File: config.mk
export PLATFORM = sky130hd
export DESIGN_NAME = seven_segment_clock_formatter_unit
export DESIGN_NICKNAME = d
export VERILOG_FILES = /design/src/sv/ssclk_pkg.sv /design/src/sv/seven_segment_clock_formatter_unit.sv
export SDC_FILE = /design/constraint.sdc
export NUM_CORES = 1
export LEC_CHECK = 0
export BUFFER_PORTS_ARGS = -buffer_cell sky130_fd_sc_hd__buf_2
export CAP_MARGIN = 0
export CORE_ASPECT_RATIO = 1.2
export CORE_MARGIN = 2
export CORE_UTILIZATION = 55
export CTS_BUF_LIST = sky130_fd_sc_hd__clkbuf_8 sky130_fd_sc_hd__clkbuf_16
export CTS_CLUSTER_SIZE = 25
export DETAILED_ROUTE_END_ITERATION = 6
export PLACE_DENSITY = 0.87
export SLEW_MARGIN = 25
export SYNTH_ARGS = -nofsm -noshare
export SYNTH_HDL_FRONTEND = slang
export SYNTH_SLANG_ARGS = --single-unit
File: constraint.sdc
create_clock -name clock -period 7.1 [get_ports clock]
set_input_delay 1.065 -clock clock [delete_from_list [all_inputs] [get_ports clock]]
set_output_delay 1.065 -clock clock [all_outputs]
set_load 0.1 [all_outputs]
File: src/sv/ssclk_pkg.sv
// ----------------------------------------------------------------------------
// Seven-segment clock formatter package
// Shared types, segment constants and small encoding helpers.
// ----------------------------------------------------------------------------
package ssclk_pkg;

   typedef enum logic [2:0] {
      KIND_TIME    = 3'd0,
      KIND_ATTEMPT = 3'd1,
      KIND_MODE    = 3'd2,
      KIND_ERROR   = 3'd3,
      KIND_ANIM    = 3'd4,
      KIND_CLEAR   = 3'd5
   } kind_type;

   typedef struct packed {
      logic [2:0] kind;
      logic [4:0] hour;
      logic [5:0] minute;
      logic       colon_on;
      logic       show_hour;
      logic       show_minute;
      logic [7:0] attempt_count;
      logic [7:0] error_code;
   } req_payload_type;

   typedef struct packed {
      logic [7:0] seg_digit0;
      logic [7:0] seg_digit1;
      logic [7:0] seg_digit2;
      logic [7:0] seg_digit3;
   } rsp_payload_type;

   localparam logic [7:0] SEG_BLANK   = 8'h00;
   localparam logic [7:0] SEG_DASH    = 8'h40;
   localparam logic [7:0] SEG_POINT   = 8'h80;
   localparam logic [7:0] SEG_LOWER_H = 8'h74;
   localparam logic [7:0] SEG_CAP_E   = 8'h79;
   localparam logic [7:0] SEG_LOWER_R = 8'h50;

   localparam logic [2:0] SWEEP_OFF   = 3'd4;
   localparam logic [2:0] SWEEP_RIGHT = 3'd3;

   localparam logic [7:0] DIGIT_FONT [10] = '{
      8'h3f, 8'h06, 8'h5b, 8'h4f, 8'h66, 8'h6d, 8'h7d, 8'h07, 8'h7f, 8'h6f
   };

   function automatic logic [7:0] glyph(input logic [3:0] d);
      logic [7:0] g;
      g = SEG_BLANK;
      if (d < 4'd10) begin
         g = DIGIT_FONT[d];
      end
      return g;
   endfunction

   // n mod 10 for an 8-bit value: n*205 >> 11 is exact n/10 here
   function automatic logic [3:0] mod10_u8(input logic [7:0] n);
      logic [15:0] prod;
      logic [4:0]  q;
      logic [7:0]  r;
      prod = 16'(n) * 16'd205;
      q    = prod[15:11];
      r    = n - 8'(q) * 8'd10;
      return r[3:0];
   endfunction

endpackage

File: src/sv/seven_segment_clock_formatter_unit.sv
// ----------------------------------------------------------------------------
// Seven-segment clock formatter
// Turns display commands into the four segment bytes of a clock display.
// ----------------------------------------------------------------------------
// Usage:
//   req_*  : command beats (kind, hour, minute, flags, counts), valid/stall.
//   rsp_*  : one beat of four segment bytes per command, leftmost digit first.
//   csr_*  : one-bit twelve_hour register, always ready; write only when idle.
// Path: a command is held in the input register, encoded by combinational
//   logic and captured in the result register, which drives rsp.
// Throughput: one command per cycle while req_stall is low; the input and
//   result registers form a two-deep pipeline, so a new command is taken
//   while a result waits.
// Stall: when rsp_stall holds a result, one more command is held in the
//   input register, then req_stall rises.
// Reset: synchronous; empties both registers, twelve_hour goes to 0 and the
//   sweep dash goes to its off-display position moving leftward.
// ----------------------------------------------------------------------------
module seven_segment_clock_formatter_unit (
   input  logic                     clock,
   input  logic                     reset,
   input  logic                     req_valid,
   output logic                     req_stall,
   input  ssclk_pkg::req_payload_type req_data,
   output logic                     rsp_valid,
   input  logic                     rsp_stall,
   output ssclk_pkg::rsp_payload_type rsp_data,
   input  logic                     csr_valid,
   output logic                     csr_ready,
   input  logic                     csr_data
);

   logic                       twelve_hour_ff;
   logic                       s1_valid_ff, s1_valid_in;
   ssclk_pkg::req_payload_type s1_data_ff;
   logic                       out_valid_ff, out_valid_in;
   ssclk_pkg::rsp_payload_type out_data_ff, out_data_in;
   logic [2:0]                 sweep_pos_ff, sweep_pos_in;
   logic                       sweep_left_ff, sweep_left_in;

   logic                       load_s1;
   logic                       advance;
   ssclk_pkg::kind_type        kind;

   logic [4:0] dh;
   logic [4:0] hour_mod;
   logic [1:0] hour_tens;
   logic [3:0] hour_ones;
   logic [2:0] min_tens;
   logic [5:0] min_ones;
   logic [2:0] dash_pos;

   assign csr_ready = 1'b1;
   assign advance   = s1_valid_ff && (!out_valid_ff || !rsp_stall);
   assign req_stall = s1_valid_ff && out_valid_ff && rsp_stall;
   assign load_s1   = req_valid && !req_stall;
   assign rsp_valid = out_valid_ff;
   assign rsp_data  = out_data_ff;
   assign kind      = ssclk_pkg::kind_type'(s1_data_ff.kind);

   always_comb begin
      s1_valid_in = s1_valid_ff;
      if (load_s1) begin
         s1_valid_in = 1'b1;
      end else if (advance) begin
         s1_valid_in = 1'b0;
      end
      out_valid_in = out_valid_ff;
      if (!out_valid_ff || !rsp_stall) begin
         out_valid_in = s1_valid_ff;
      end
   end

   // hour digits
   always_comb begin
      hour_mod = s1_data_ff.hour;
      if (s1_data_ff.hour >= 5'd24) begin
         hour_mod = s1_data_ff.hour - 5'd24;
      end else if (s1_data_ff.hour >= 5'd12) begin
         hour_mod = s1_data_ff.hour - 5'd12;
      end
      dh = s1_data_ff.hour;
      if (twelve_hour_ff) begin
         dh = (hour_mod == 5'd0) ? 5'd12 : hour_mod;
      end
      if (dh >= 5'd30) begin
         hour_tens = 2'd3;
      end else if (dh >= 5'd20) begin
         hour_tens = 2'd2;
      end else if (dh >= 5'd10) begin
         hour_tens = 2'd1;
      end else begin
         hour_tens = 2'd0;
      end
      hour_ones = 4'(dh - 5'(hour_tens) * 5'd10);
   end

   // minute digits
   always_comb begin
      if (s1_data_ff.minute >= 6'd60) begin
         min_tens = 3'd6;
      end else if (s1_data_ff.minute >= 6'd50) begin
         min_tens = 3'd5;
      end else if (s1_data_ff.minute >= 6'd40) begin
         min_tens = 3'd4;
      end else if (s1_data_ff.minute >= 6'd30) begin
         min_tens = 3'd3;
      end else if (s1_data_ff.minute >= 6'd20) begin
         min_tens = 3'd2;
      end else if (s1_data_ff.minute >= 6'd10) begin
         min_tens = 3'd1;
      end else begin
         min_tens = 3'd0;
      end
      min_ones = s1_data_ff.minute - 6'(min_tens) * 6'd10;
   end

   // sweep step
   always_comb begin
      sweep_pos_in  = sweep_pos_ff;
      sweep_left_in = sweep_left_ff;
      if (advance && kind == ssclk_pkg::KIND_ANIM) begin
         if (sweep_left_ff) begin
            sweep_pos_in = sweep_pos_ff - 3'd1;
            if (sweep_pos_in == 3'd0) begin
               sweep_left_in = 1'b0;
            end
         end else begin
            sweep_pos_in = sweep_pos_ff + 3'd1;
            if (sweep_pos_in == ssclk_pkg::SWEEP_RIGHT) begin
               sweep_left_in = 1'b1;
            end
         end
      end
   end

   assign dash_pos = sweep_pos_ff;

   // segment encoding
   always_comb begin
      out_data_in = '0;
      case (kind)
         ssclk_pkg::KIND_TIME: begin
            if (s1_data_ff.show_hour) begin
               if (hour_tens != 2'd0) begin
                  out_data_in.seg_digit0 = ssclk_pkg::glyph(4'(hour_tens));
               end
               out_data_in.seg_digit1 = ssclk_pkg::glyph(hour_ones);
            end
            if (s1_data_ff.colon_on) begin
               out_data_in.seg_digit1 = out_data_in.seg_digit1 | ssclk_pkg::SEG_POINT;
            end
            if (s1_data_ff.show_minute) begin
               out_data_in.seg_digit2 = ssclk_pkg::glyph(4'(min_tens));
               out_data_in.seg_digit3 = ssclk_pkg::glyph(min_ones[3:0]);
            end
         end
         ssclk_pkg::KIND_ATTEMPT: begin
            out_data_in.seg_digit0 = ssclk_pkg::SEG_DASH;
            if (s1_data_ff.attempt_count >= 8'd2) begin
               out_data_in.seg_digit1 = ssclk_pkg::SEG_DASH;
            end
            if (s1_data_ff.attempt_count >= 8'd3) begin
               out_data_in.seg_digit2 = ssclk_pkg::SEG_DASH;
            end
            if (s1_data_ff.attempt_count >= 8'd4) begin
               out_data_in.seg_digit3 = ssclk_pkg::SEG_DASH;
            end
         end
         ssclk_pkg::KIND_MODE: begin
            out_data_in.seg_digit0 = ssclk_pkg::glyph(twelve_hour_ff ? 4'd1 : 4'd2);
            out_data_in.seg_digit1 = ssclk_pkg::glyph(twelve_hour_ff ? 4'd2 : 4'd4);
            out_data_in.seg_digit2 = ssclk_pkg::SEG_LOWER_H;
         end
         ssclk_pkg::KIND_ERROR: begin
            out_data_in.seg_digit0 = ssclk_pkg::SEG_CAP_E;
            out_data_in.seg_digit1 = ssclk_pkg::SEG_LOWER_R;
            out_data_in.seg_digit2 = ssclk_pkg::SEG_LOWER_R;
            out_data_in.seg_digit3 =
               ssclk_pkg::glyph(ssclk_pkg::mod10_u8(s1_data_ff.error_code));
         end
         ssclk_pkg::KIND_ANIM: begin
            case (dash_pos)
               3'd0:    out_data_in.seg_digit0 = ssclk_pkg::SEG_DASH;
               3'd1:    out_data_in.seg_digit1 = ssclk_pkg::SEG_DASH;
               3'd2:    out_data_in.seg_digit2 = ssclk_pkg::SEG_DASH;
               3'd3:    out_data_in.seg_digit3 = ssclk_pkg::SEG_DASH;
               default: out_data_in = '0;
            endcase
         end
         default: begin
            out_data_in = '0;
         end
      endcase
   end

   always_ff @(posedge clock) begin
      if (reset) begin
         twelve_hour_ff <= 1'b0;
         s1_valid_ff    <= 1'b0;
         out_valid_ff   <= 1'b0;
         sweep_pos_ff   <= ssclk_pkg::SWEEP_OFF;
         sweep_left_ff  <= 1'b1;
      end else begin
         if (csr_valid && csr_ready) begin
            twelve_hour_ff <= csr_data;
         end
         s1_valid_ff   <= s1_valid_in;
         out_valid_ff  <= out_valid_in;
         sweep_pos_ff  <= sweep_pos_in;
         sweep_left_ff <= sweep_left_in;
      end
   end

   always_ff @(posedge clock) begin
      if (load_s1) begin
         s1_data_ff <= req_data;
      end
      if (advance) begin
         out_data_ff <= out_data_in;
      end
   end

endmodule

==> run metrics <==
Total Wirelength roughly 10000 µm; Synth Instances around 460; post-route ant nets 0; min cycle time layout 6180 ps; LEAKAGE about 2.5 nW; WHS Path Cells 2; register area share after synthesis between 30% and 40%; design area between 5000 and 6000 µm²; initial antenna violation count 1; Register-to-Register Path Depth 22; Rel. slew slack around 36%; Total GRT Usage 21.8%; CP Max Fanout 9; DP HPWL a little under 8000 µm; ys flop type edfxtp_1; share of the synthesized area in the top cell type 37.1%; CTS resizes 0; CP max stage cell fa_1; CP Capture Type flip-flop; Worst Hold End rsp_valid; Clock transition at path regs 70 ps; Die Span X slightly above 90 µm; pre-CTS setup slack 864 ps; Starting Density 57.0%; crit-path leading delay family adder cells; diode count 0; largest net degree at the start of global routing 34; clock latency on the worst-skew pair roughly 350 ps; area of the die about 10000 µm²; Achievable Freq 0.162 GHz; Vias 3636; first-pass GRT wire length between 15000 and 20000 µm; vias in the first global route around 3.7k; Area Growth Syn to Fin 13.0%; final core utilization 64.5%; Yosys Warn Count 0; DRC marker count from the first detailed-route iteration 238; CTS tree yes; # clock sinks between 60 and 70; critical path class flip-flop to flip-flop; final setup margin about 920 ps; CP Data Required Time between 7000 and 8000 ps; EDFF count, synth approximately 60; clk buf depth 2; setup slack, reg-to-reg ~920 ps; Post-Place Cell Area 5380 µm²; RSZ-0062 raised after global routing false; io pins 74; Final Skew between 10 and 15 ps; period utilization 87.1%; CP Cell Sequence ha_1 -> inv_1 -> fa_1 -> inv_1 -> fa_1 -> inv_1 -> fa_1 -> inv_1 -> ha_1 -> a2111oi_4 -> o21ai_2 -> a221oi_4 -> xnor2_1 -> ha_1 -> inv_1 -> fa_1 -> xnor2_1 -> xnor2_1 -> xnor2_1 -> xnor2_2 -> mux2i_1 -> a221o_1; startpoint types flip-flop; number of cell rows 37; Mapped Area 4940 µm²; max-slew violations 0; Setup Fix Bufs, Post-CTS 0; final number of hold-violating endpoints 0; VDD IR-drop max roughly 0.20 mV; Slew @ Worst Pin a little under 1000 ps; Pwr Density approximately 280 nW/µm²; Worst Path Buf+Inv 5; core area approximately 8700 µm²; main area contributors after synthesis edfxtp_1, ha_1, fa_1; GP Congestion slightly below 0.9; # setup viols final 0; Hold WC Path Type flip-flop to flip-flop; I/O Buffers 69; drt pass-1 iters 6; CTS Hold Bufs 0; WL per Instance between 15 and 20 µm; Post-synth ARST share 0%; status completed; synth unique cells 66; clk root buf clkbuf_8; cell taking the most area after synthesis edfxtp_1; Die Y-Extent approximately 110 µm; Max Cap Viol 0; DR vias/cell between 5 and 6; CP max stage delay around 540 ps; Yosys reg bits between 60 and 70; most common cell after layout, fill and taps aside ha_1; hold_sp s1_valid_ff; total CTS buffers 9; DR DRC count 0; gr ovfl total 0; syn_area_per_cell around 11 µm²; most frequent cells in the layout ha_1, buf_2, inv_1, edfxtp_1, nor2_1; reg2reg end rsp_data[0]; reg2reg start s1_data_ff[2]; WP data arrival about 6300 ps; CTS H-Tree Depth 3; Post-Route Setup TNS 0 ps; Layout Nets between 600 and 700; total power around 1.6 mW; share of cells above drive strength 1 roughly a fifth; most used cell, CP inv_1
layout make-up:
cell class | count | area [µm²]
clock buffers | 11 | 174
clock inverters | 5 | 30.0
fillers | 666 | 3080
inverters | 62 | 233
multi-input cells | 315 | 2670
flip-flops and latches | 68 | 1970
well taps | 117 | 146
repair buffers | 70 | 353
how the worst max path moves through the flow:
stage	depth (start not counted)	startpoint	to
floorplan	22	s1_data_ff[2]	rsp_data[0]
finish	22	s1_data_ff[2]	rsp_data[0]
global placement	22	s1_data_ff[2]	rsp_data[3]
detailed placement	22	s1_data_ff[2]	rsp_data[3]
CTS	22	s1_data_ff[2]	rsp_data[3]
global route	22	s1_data_ff[2]	rsp_data[0]
metrics by stage:
stage                     std cells  hold WS, ps
after floorplan                 461          444
after global placement          632          454
after detailed placement        632          485
after CTS                       648          525
after global routing            648          556
final                           648          527
cell families (layout without fill, tap and decap cells):
kind of cell | Yosys count | count (layout) | share of synthesized area (%)
AOI/OAI and AO/OA | 100 | 100 | 14.2
xor gates and xnor gates | 19 | 19 | 3.67
adders and majority gates | 86 | 86 | 23.9
buffers and inverters | 78 | 148 | 6.33
DFF | 68 | 68 | 39.9
muxes | 6 | 6 | 1.24
other | 2 | 4 | 0.152
and+or+nand+nor | 100 | 100 | 10.6
state kept, by name, summed over array words and instances (netlist names):
signal          cells
sweep_left_ff       1
rsp_valid           1
twelve_hour_ff      1
s1_valid_ff         1
s1_data_ff         30
kind                3
dash_pos            3
rsp_data           28
worst reg2reg max path: stages (launching register included):
cell	delay [ps]
edfxtp_1	520
ha_1	370
inv_1	60
fa_1	530
inv_1	60
fa_1	530
inv_1	60
fa_1	540
inv_1	50
ha_1	230
a2111oi_4	300
o21ai_2	120
a221oi_4	280
xnor2_1	230
ha_1	220
inv_1	60
fa_1	380
xnor2_1	200
xnor2_1	150
xnor2_1	130
xnor2_2	450
mux2i_1	180
a221o_1	310
cell usage after synthesis, types with 3 or more instances:
library cell,count
o21ai_0,19
o21bai_1,4
dfxtp_1,7
clkbuf_1,10
a21oi_1,27
nor3_1,4
a211oi_1,3
o21ai_1,4
xnor2_1,14
edfxtp_1,61
nand2_1,21
o211ai_1,3
nand2b_1,6
inv_1,60
nand3_1,9
o221ai_1,4
mux2i_1,5
and2_1,4
a21o_1,9
and3_1,4
ha_1,71
xor2_1,3
nor2_1,29
fa_1,14
nor2b_1,6
buf_4,5
a31oi_1,5
metal layers:
metal,vias up,track usage [%],share of wire (%)
met4,0,8.68,2.8
met1,1707,23.5,38
met2,150,40.7,53
met3,34,5.60,6.4
li1,1745,-,-
met5,-,0,0
where the power goes:
part           internal [mW]  switching, mW  leakage [nW]  total [mW]
Clock                  0.169          0.152         0.112       0.321
Sequential             0.472         0.0203         0.640       0.492
Combinational          0.284          0.472          1.78       0.756
Note: power is estimated with default switching activity, not from simulation.
